## config.mk

```make
export PLATFORM = sky130hd
export DESIGN_NAME = slip_response_deframer
export DESIGN_NICKNAME = d
export VERILOG_FILES = /design/src/srd_pkg.sv /design/src/slip_response_deframer.sv
export SDC_FILE = /design/constraint.sdc
export NUM_CORES = 1
export LEC_CHECK = 0
export ABC_AREA = 1
export BUFFER_PORTS_ARGS = -buffer_cell sky130_fd_sc_hd__buf_4
export CAP_MARGIN = 5
export CORE_ASPECT_RATIO = 1.4
export CORE_MARGIN = 5
export CORE_UTILIZATION = 40
export CTS_BUF_LIST = sky130_fd_sc_hd__clkbuf_16
export CTS_CLUSTER_DIAMETER = 30
export DETAILED_ROUTE_END_ITERATION = 16
export PLACE_DENSITY = 0.7
export SKIP_CTS_REPAIR_TIMING = 1
export SYNTH_ARGS = -nofsm -noshare
export SYNTH_HDL_FRONTEND = slang
export SYNTH_SLANG_ARGS = --single-unit
```

## constraint.sdc

```tcl
create_clock -name clk -period 3.1 [get_ports clk]
set_input_delay 0.465 -clock clk [delete_from_list [all_inputs] [get_ports clk]]
set_output_delay 0.465 -clock clk [all_outputs]
set_load 0.02 [all_outputs]
```

## src/srd_pkg.sv

```systemverilog
// Package for the SLIP response deframer: parser states, result codes,
// framing byte constants and the result record type. No dependencies.
package srd_pkg;

  localparam logic [7:0] BYTE_END     = 8'hC0;
  localparam logic [7:0] BYTE_ESC     = 8'hDB;
  localparam logic [7:0] BYTE_ESC_END = 8'hDC;
  localparam logic [7:0] BYTE_ESC_ESC = 8'hDD;
  localparam logic [7:0] BYTE_VERSION = 8'h00;
  localparam logic [6:0] CMD_RESET    = 7'h7F;
  localparam logic [7:0] CODE_RESET   = 8'hFF;

  typedef enum logic [2:0] {
    ST_END     = 3'd0,
    ST_HEADER  = 3'd1,
    ST_VERSION = 3'd2,
    ST_COMMAND = 3'd3,
    ST_CODE    = 3'd4,
    ST_LENGTH  = 3'd5,
    ST_DATA    = 3'd6,
    ST_ERROR   = 3'd7
  } parse_state_t;

  typedef enum logic [1:0] {
    KIND_DATA  = 2'd0,
    KIND_EMPTY = 2'd1,
    KIND_ERROR = 2'd2
  } result_kind_t;

  typedef enum logic [2:0] {
    ERR_NONE        = 3'd0,
    ERR_START_MID   = 3'd1,
    ERR_DOUBLE_ESC  = 3'd2,
    ERR_BAD_VERSION = 3'd3,
    ERR_CMD_MSB     = 3'd4,
    ERR_NOT_START   = 3'd5,
    ERR_EXCESS      = 3'd6
  } error_kind_t;

  typedef struct packed {
    result_kind_t kind;
    logic [7:0]   data_byte;
    logic [6:0]   command;
    logic [7:0]   status_code;
    logic         last;
    error_kind_t  error_kind;
  } result_t;

endpackage

```

## src/slip_response_deframer.sv

```systemverilog
// SLIP response deframer top level: unescapes the received byte stream,
// parses the response header and passes on payload bytes and error reports.
// Depends on srd_pkg for states, result codes and the result record.
//
//   channel | direction | ports                                   | per transaction
//   in      | input     | in_valid, in_stall, in_rx_byte          | one raw byte
//   out     | output    | out_valid, out_stall, out_kind .. error | zero or one result
//
// One byte is accepted per cycle while in_stall is low; its result, if any,
// goes to the output register, or to the skid register if the output register
// is held. A two-entry output stage (output register plus skid register) keeps
// a full-rate stream going; in_stall is registered and rises only while the
// skid register holds a result. rst_n is synchronous: the parser returns to
// the end state awaiting a start byte and both output entries are emptied.
module slip_response_deframer (
  input  logic       clk,
  input  logic       rst_n,
  input  logic       in_valid,
  output logic       in_stall,
  input  logic [7:0] in_rx_byte,
  output logic       out_valid,
  input  logic       out_stall,
  output logic [1:0] out_kind,
  output logic [7:0] out_data_byte,
  output logic [6:0] out_command,
  output logic [7:0] out_status_code,
  output logic       out_last,
  output logic [2:0] out_error_kind
);

  srd_pkg::parse_state_t state_r, state_nxt;
  logic       esc_r, esc_nxt;
  logic [6:0] cmd_r, cmd_nxt;
  logic [7:0] code_r, code_nxt;
  logic [7:0] len_r, len_nxt;
  logic [7:0] cnt_r, cnt_nxt;

  srd_pkg::result_t out_r, skid_r, res;
  logic out_valid_r, skid_valid_r;
  logic res_valid;

  logic       in_accept, out_fire;
  logic       is_start, is_esc;
  logic [7:0] unesc;
  logic [7:0] cnt_inc;
  srd_pkg::parse_state_t eff_state;

  assign in_accept = in_valid && !skid_valid_r;
  assign out_fire  = out_valid_r && !out_stall;

  assign is_start = (in_rx_byte == srd_pkg::BYTE_END);
  assign is_esc   = (in_rx_byte == srd_pkg::BYTE_ESC);
  assign cnt_inc  = cnt_r + 8'd1;

  always_comb begin
    unesc = in_rx_byte;
    if (esc_r && in_rx_byte == srd_pkg::BYTE_ESC_END) begin
      unesc = srd_pkg::BYTE_END;
    end else if (esc_r && in_rx_byte == srd_pkg::BYTE_ESC_ESC) begin
      unesc = srd_pkg::BYTE_ESC;
    end
  end

  // A start byte always restarts the header, whatever the parser was doing.
  assign eff_state = is_start ? srd_pkg::ST_HEADER : state_r;

  // Next state of the parser and its header registers.
  always_comb begin
    state_nxt = state_r;
    esc_nxt   = esc_r;
    cmd_nxt   = cmd_r;
    code_nxt  = code_r;
    len_nxt   = len_r;
    cnt_nxt   = cnt_r;
    if (is_esc) begin
      if (esc_r) begin
        state_nxt = srd_pkg::ST_ERROR;
      end else begin
        esc_nxt = 1'b1;
      end
    end else begin
      if (is_start || unesc != in_rx_byte) begin
        esc_nxt = 1'b0;
      end
      case (eff_state)
        srd_pkg::ST_HEADER: begin
          if (unesc != srd_pkg::BYTE_END) begin
            state_nxt = srd_pkg::ST_ERROR;
          end else begin
            cmd_nxt   = srd_pkg::CMD_RESET;
            code_nxt  = srd_pkg::CODE_RESET;
            len_nxt   = 8'd0;
            cnt_nxt   = 8'd0;
            state_nxt = srd_pkg::ST_VERSION;
          end
        end
        srd_pkg::ST_VERSION: begin
          state_nxt = (unesc == srd_pkg::BYTE_VERSION) ? srd_pkg::ST_COMMAND
                                                       : srd_pkg::ST_ERROR;
        end
        srd_pkg::ST_COMMAND: begin
          if (!unesc[7]) begin
            state_nxt = srd_pkg::ST_ERROR;
          end else begin
            cmd_nxt   = unesc[6:0];
            state_nxt = srd_pkg::ST_CODE;
          end
        end
        srd_pkg::ST_CODE: begin
          code_nxt  = unesc;
          state_nxt = srd_pkg::ST_LENGTH;
        end
        srd_pkg::ST_LENGTH: begin
          len_nxt   = unesc;
          state_nxt = (unesc == 8'd0) ? srd_pkg::ST_END : srd_pkg::ST_DATA;
        end
        srd_pkg::ST_DATA: begin
          if (cnt_r >= len_r) begin
            state_nxt = srd_pkg::ST_ERROR;
          end else begin
            cnt_nxt = cnt_inc;
            if (cnt_inc == len_r) begin
              state_nxt = srd_pkg::ST_END;
            end
          end
        end
        default: begin
        end
      endcase
    end
  end

  // Result of the byte; every result carries the command and code held
  // before this byte is taken in.
  always_comb begin
    res_valid       = 1'b0;
    res.kind        = srd_pkg::KIND_ERROR;
    res.data_byte   = 8'd0;
    res.command     = cmd_r;
    res.status_code = code_r;
    res.last        = 1'b0;
    res.error_kind  = srd_pkg::ERR_NONE;
    if (is_esc) begin
      res_valid      = esc_r;
      res.error_kind = srd_pkg::ERR_DOUBLE_ESC;
    end else if (is_start) begin
      res_valid      = !(state_r inside {srd_pkg::ST_END, srd_pkg::ST_ERROR});
      res.error_kind = srd_pkg::ERR_START_MID;
    end else begin
      case (state_r)
        srd_pkg::ST_HEADER: begin
          res_valid      = (unesc != srd_pkg::BYTE_END);
          res.error_kind = srd_pkg::ERR_NOT_START;
        end
        srd_pkg::ST_VERSION: begin
          res_valid      = (unesc != srd_pkg::BYTE_VERSION);
          res.error_kind = srd_pkg::ERR_BAD_VERSION;
        end
        srd_pkg::ST_COMMAND: begin
          res_valid      = !unesc[7];
          res.error_kind = srd_pkg::ERR_CMD_MSB;
        end
        srd_pkg::ST_LENGTH: begin
          res_valid = (unesc == 8'd0);
          res.kind  = srd_pkg::KIND_EMPTY;
          res.last  = 1'b1;
        end
        srd_pkg::ST_DATA: begin
          res_valid = 1'b1;
          if (cnt_r >= len_r) begin
            res.error_kind = srd_pkg::ERR_EXCESS;
          end else begin
            res.kind      = srd_pkg::KIND_DATA;
            res.data_byte = unesc;
            res.last      = (cnt_inc == len_r);
          end
        end
        default: begin
        end
      endcase
    end
  end

  always_ff @(posedge clk) begin
    if (!rst_n) begin
      state_r <= srd_pkg::ST_END;
      esc_r   <= 1'b0;
      cmd_r   <= srd_pkg::CMD_RESET;
      code_r  <= srd_pkg::CODE_RESET;
      len_r   <= 8'd0;
      cnt_r   <= 8'd0;
    end else if (in_accept) begin
      state_r <= state_nxt;
      esc_r   <= esc_nxt;
      cmd_r   <= cmd_nxt;
      code_r  <= code_nxt;
      len_r   <= len_nxt;
      cnt_r   <= cnt_nxt;
    end
  end

  // Output register with a skid entry behind it.
  always_ff @(posedge clk) begin
    if (!rst_n) begin
      out_valid_r  <= 1'b0;
      skid_valid_r <= 1'b0;
    end else if (skid_valid_r) begin
      if (out_fire) begin
        skid_valid_r <= 1'b0;
      end
    end else if (in_accept && res_valid) begin
      if (out_valid_r && !out_fire) begin
        skid_valid_r <= 1'b1;
      end else begin
        out_valid_r <= 1'b1;
      end
    end else if (out_fire) begin
      out_valid_r <= 1'b0;
    end
  end

  always_ff @(posedge clk) begin
    if (skid_valid_r) begin
      if (out_fire) begin
        out_r <= skid_r;
      end
    end else if (in_accept && res_valid) begin
      if (out_valid_r && !out_fire) begin
        skid_r <= res;
      end else begin
        out_r <= res;
      end
    end
  end

  assign in_stall        = skid_valid_r;
  assign out_valid       = out_valid_r;
  assign out_kind        = out_r.kind;
  assign out_data_byte   = out_r.data_byte;
  assign out_command     = out_r.command;
  assign out_status_code = out_r.status_code;
  assign out_last        = out_r.last;
  assign out_error_kind  = out_r.error_kind;

`ifndef SYNTHESIS
  a_skid_behind_out: assert property (@(posedge clk) disable iff (!rst_n)
    skid_valid_r |-> out_valid_r)
    else $error("skid entry holds a result while the output register is empty");

  a_no_header_rest: assert property (@(posedge clk) disable iff (!rst_n)
    state_r != srd_pkg::ST_HEADER)
    else $error("parser settled in the header state");

  a_count_bound: assert property (@(posedge clk) disable iff (!rst_n)
    state_r == srd_pkg::ST_DATA |-> cnt_r < len_r)
    else $error("payload count reached the length without leaving the data state");

  a_error_fields: assert property (@(posedge clk) disable iff (!rst_n)
    out_valid_r && out_r.kind == srd_pkg::KIND_ERROR
      |-> !out_r.last && out_r.error_kind != srd_pkg::ERR_NONE)
    else $error("error report with last set or without an error code");

  a_stall_after_skid: assert property (@(posedge clk) disable iff (!rst_n)
    in_valid && !in_stall && res_valid && out_valid_r && out_stall && !skid_valid_r
      |=> in_stall)
    else $error("input not stalled after the skid entry filled");
`endif

endmodule

```

==> metrics.txt <==
# TYPE chip_impl_metric gauge
chip_impl_metric{name="tritoncts_num_sinks",unit=""} 95
chip_impl_metric{name="die_y",unit="um"} 136
chip_impl_metric{name="p_int",unit="uW"} 2350
chip_impl_metric{name="share_seq_of_total_power",unit="%"} 45.5
chip_impl_metric{name="final_net_count",unit=""} 596
chip_impl_info{name="status",value="completed"} 1
chip_impl_info{name="cp_cell_sequence",value="inv_1, nor2_1, inv_1, nor2_2, inv_1, nor2_2, inv_2, nor2_2, nand2_2, inv_2, nand4_1, a21oi_1"} 1
chip_impl_metric{name="clockPowerShare",unit="%"} 34.0
chip_impl_metric{name="diodes",unit=""} 0
chip_impl_metric{name="critical_path_peak_fanout",unit=""} 9
chip_impl_metric{name="gr-usage-all-layers",unit="%"} 15.0
chip_impl_metric{name="insertion_delay",unit="ns"} 0.34
chip_impl_metric{name="layout-drive-gt1-share",unit="%"} 14.3
chip_impl_info{name="synth_top_area_cell",value="edfxtp_1"} 1
chip_impl_metric{name="cts_made_buffers",unit=""} 9
chip_impl_info{name="holdCritPathClass",value="primary input to register"} 1
chip_impl_metric{name="post_synth_net_total",unit=""} 551
chip_impl_info{name="endpoint_kind",value="register"} 1
chip_impl_metric{name="power_density",unit="nW/um^2"} 632
chip_impl_info{name="most_common_cell_in_the_netlist",value="nand2_1"} 1
chip_impl_metric{name="max_slew.worst_pin.slew",unit="ns"} 0.767
chip_impl_metric{name="placeableCoreArea",unit="um^2"} 11200
chip_impl_info{name="clock-root-buffer",value="clkbuf_16"} 1
chip_impl_metric{name="drv_slew",unit=""} 0
chip_impl_metric{name="dpl.hpwl",unit="um"} 7530
chip_impl_metric{name="critPathRequiredTime",unit="ns"} 3.28
chip_impl_metric{name="fmax",unit="GHz"} 0.426
chip_impl_metric{name="globalRouteMet1Util",unit="%"} 18.1
chip_impl_info{name="r2r-end",value="out_last"} 1
chip_impl_metric{name="min_path_cells",unit=""} 3
chip_impl_metric{name="place.port_buffers",unit=""} 42
chip_impl_metric{name="yosys_register_bits",unit=""} 95
chip_impl_metric{name="power.switching",unit="uW"} 1010
chip_impl_info{name="grt_busiest_layer",value="met2"} 1
chip_impl_metric{name="ys_seq_area_share",unit="%"} 54.7
chip_impl_metric{name="fin_crit",unit="ns"} 2.35
chip_impl_metric{name="relSlewSlack",unit="%"} 48.8
chip_impl_metric{name="switching_share",unit="%"} 30.2
chip_impl_metric{name="finClkSkew",unit="ns"} 0.00595
chip_impl_metric{name="cap_violations",unit=""} 0
chip_impl_metric{name="mappedNetlistArea",unit="um^2"} 4540
chip_impl_metric{name="hold_viol",unit=""} 0
chip_impl_metric{name="grt_use_met2",unit="%"} 26.4
chip_impl_metric{name="clock_tree.htree_level_count",unit=""} 3
chip_impl_info{name="cpMaxStageDelayCell",value="dfxtp_1"} 1
chip_impl_metric{name="dpl_cell_area",unit="um^2"} 5000
chip_impl_metric{name="min_period_over_period",unit="%"} 75.7
chip_impl_info{name="primary_ff_master_synth",value="edfxtp_1"} 1
chip_impl_metric{name="crit_path_max_incr_delay",unit="ns"} 0.43
chip_impl_metric{name="synth_top_area_share",unit="%"} 38.4
chip_impl_metric{name="clock_path_buffers",unit=""} 2
chip_impl_metric{name="antenna_found_initial",unit=""} 0
chip_impl_metric{name="drt-total-wl",unit="um"} 9860
chip_impl_metric{name="vias_in_the_first_global_route",unit=""} 3462
chip_impl_metric{name="synth-warning-count",unit=""} 0
chip_impl_metric{name="postSynthCellCount",unit=""} 530
chip_impl_metric{name="core.rowCount",unit=""} 46
chip_impl_metric{name="io_pins",unit=""} 43
chip_impl_metric{name="grt_overflow",unit=""} 0
chip_impl_metric{name="timing.setup.tns",unit="ns"} 0
chip_impl_metric{name="leakagePower",unit="uW"} 0.00223
chip_impl_metric{name="synthesis.area_per_instance",unit="um^2"} 8.56
chip_impl_metric{name="fill_cell_instance_count_of_the_final_layout",unit=""} 1062
chip_impl_metric{name="clkSlewWorstSetupHoldPaths",unit="ns"} 0.07
chip_impl_metric{name="synth.lib_cells_used.distinct",unit=""} 33
chip_impl_metric{name="detail_route.drc_violations",unit=""} 0
chip_impl_info{name="synth.cells.most_frequent",value="nand2_1 (146), edfxtp_1 (58), inv_1 (58), nor2_1 (58), a21oi_1 (49)"} 1
chip_impl_metric{name="timing.critical_path.arrival",unit="ns"} 2.53
chip_impl_metric{name="gr_layer_usage_met3",unit="%"} 2.98
chip_impl_info{name="tritoncts",value="done"} 1
chip_impl_metric{name="global_route_wire_length_before_repair",unit="um"} 16100
chip_impl_metric{name="route.antenna.remaining_nets",unit=""} 0
chip_impl_metric{name="die_w",unit="um"} 100
chip_impl_info{name="cp-start-kind",value="register"} 1
chip_impl_metric{name="routabilityCongestion",unit=""} 0.886
chip_impl_info{name="whs_endpoint",value="in_stall"} 1
chip_impl_info{name="hold_path.startpoint",value="out_stall"} 1
chip_impl_metric{name="start_util",unit="%"} 40.4
chip_impl_metric{name="drt_first_iter_violations",unit=""} 177
chip_impl_info{name="critPathTopFamily",value="simple AND/OR/NAND/NOR gates"} 1
chip_impl_metric{name="critical_path.n_buffers_inverters",unit=""} 5
chip_impl_metric{name="share_comb_of_total_power",unit="%"} 20.5
chip_impl_metric{name="viasPerCell",unit=""} 4.91
chip_impl_metric{name="pin_count_of_the_biggest_net_entering_global_routing",unit=""} 34
chip_impl_metric{name="routed_wirelength_normalized_by_instance_count",unit="um"} 13.6
chip_impl_metric{name="synth-async-reset-ratio",unit="%"} 0
chip_impl_metric{name="drt_pre_antenna_iters",unit=""} 4
chip_impl_metric{name="r2r_cells",unit=""} 12
chip_impl_info{name="criticalPathCategory",value="register to register"} 1
chip_impl_info{name="regToRegStartpoint",value="state_r[1]"} 1
chip_impl_metric{name="regToRegSetupSlack",unit="ns"} 0.75
chip_impl_metric{name="synthToLayoutAreaGrowth",unit="%"} 17.2
chip_impl_metric{name="report.power.total",unit="uW"} 3360
chip_impl_metric{name="die-area",unit="um^2"} 13600
chip_impl_info{name="ys_top_cells_by_area",value="edfxtp_1 (38%), dfxtp_1 (16%), nand2_1 (12%)"} 1
chip_impl_metric{name="post-route-cell-area",unit="um^2"} 5310
chip_impl_metric{name="vias",unit=""} 3555
chip_impl_metric{name="number_of_synthesized_flops_with_an_enable_pin",unit=""} 58
chip_impl_info{name="rsz0062_at_grt",value="false"} 1
chip_impl_metric{name="timing.final.setup_violations",unit=""} 0
chip_impl_metric{name="ir_worst_vdd",unit="uV"} 348
==> worst max path at each step <==
stage | end | start | cells after the start | slack [ns]
floorplan | out_command[0] | in_rx_byte[1] | 13 | 0.35
global placement | out_command[0] | in_rx_byte[1] | 15 | 0.54
detailed placement | out_command[1] | in_rx_byte[1] | 15 | 0.51
CTS | out_last | state_r[1] | 12 | 0.77
global route | out_command[1] | esc_r | 13 | 0.57
finish | out_last | state_r[1] | 12 | 0.75
==> sequential cells by signal, indices dropped and copies added (netlist names) <==
| register | cells |
|---|---|
| skid_r | 29 |
| cnt_r | 8 |
| code_r | 8 |
| len_r | 8 |
| out_data_byte | 8 |
| out_status_code | 8 |
| cmd_r | 7 |
| out_command | 7 |
| out_error_kind | 3 |
| state_r | 3 |
| out_kind | 2 |
| esc_r | 1 |
| in_stall | 1 |
| out_last | 1 |
| out_valid | 1 |
==> area by class of cell <==
| cell class | instances | area [um^2] | share of cell area (%) |
|---|---|---|---|
| sequential | 95 | 2480 | 46.7 |
| multi-input combinational | 359 | 1750 | 32.9 |
| timing repair buffer | 47 | 353 | 6.64 |
| inverter | 63 | 236 | 4.45 |
| clock buffer | 9 | 225 | 4.24 |
| tap | 144 | 180 | 3.39 |
| clock inverter | 7 | 87.6 | 1.65 |
==> power by group through the flow <==
stage / clock network (uW) / registers [uW] / logic [uW]
2_1_floorplan: 0 / 1560 / 502
3_3_place_gp: 0 / 1550 / 678
3_5_place_dp: 0 / 1560 / 689
4_1_cts: 1170 / 1530 / 693
5_1_grt: 1240 / 1540 / 797
6_report: 1140 / 1530 / 689
==> metrics by stage <==
stage	setup slack (ns)	instances	util (%)	hold slack (ns)
finish	0.753	724	47.3	0.423
global route	0.572	724	47.3	0.429
CTS	0.769	724	47.3	0.419
detailed placement	0.509	708	44.6	0.448
global placement	0.539	708	44.6	0.444
floorplan	0.353	530	-	0.431
==> cell families (layout without fill, tap and decap cells) <==
logic type,after synthesis,count (layout),synth area share [%]
AOI/OAI and AO/OA,91,91,10.5
xor gates and xnor gates,10,10,2.23
adders and majority gates,9,9,2.48
buffers and inverters,76,126,6.79
DFF,95,95,54.7
and+or+nand+nor,249,249,23.2
==> tightest hold or removal path, stage by stage <==
cell and delay (ns):
buf_4 0.08, o21ai_0 0.07, a21oi_1 0.11
==> placed cells by master, fill, tap and decap left out, types with 6 or more instances in the layout <==
master / netlist / final
a21oi_1: 49 / 48
buf_4: 2 / 47
clkbuf_16: 0 / 9
dfxtp_1: 37 / 37
edfxtp_1: 58 / 58
ha_1: 9 / 9
inv_1: 58 / 58
nand2_1: 146 / 146
nand3_1: 16 / 16
nand4_1: 6 / 6
nor2_1: 58 / 58
nor3_1: 7 / 7
o21ai_0: 30 / 30
xor2_1: 8 / 8
==> layer usage <==
metal,up-vias,part of all wire [%]
li1,1832,-
met1,1633,42
met2,74,52
met3,16,4.7
met4,0,1.7
met5,-,0
No activity file was read; power rests on OpenSTA's default activity.
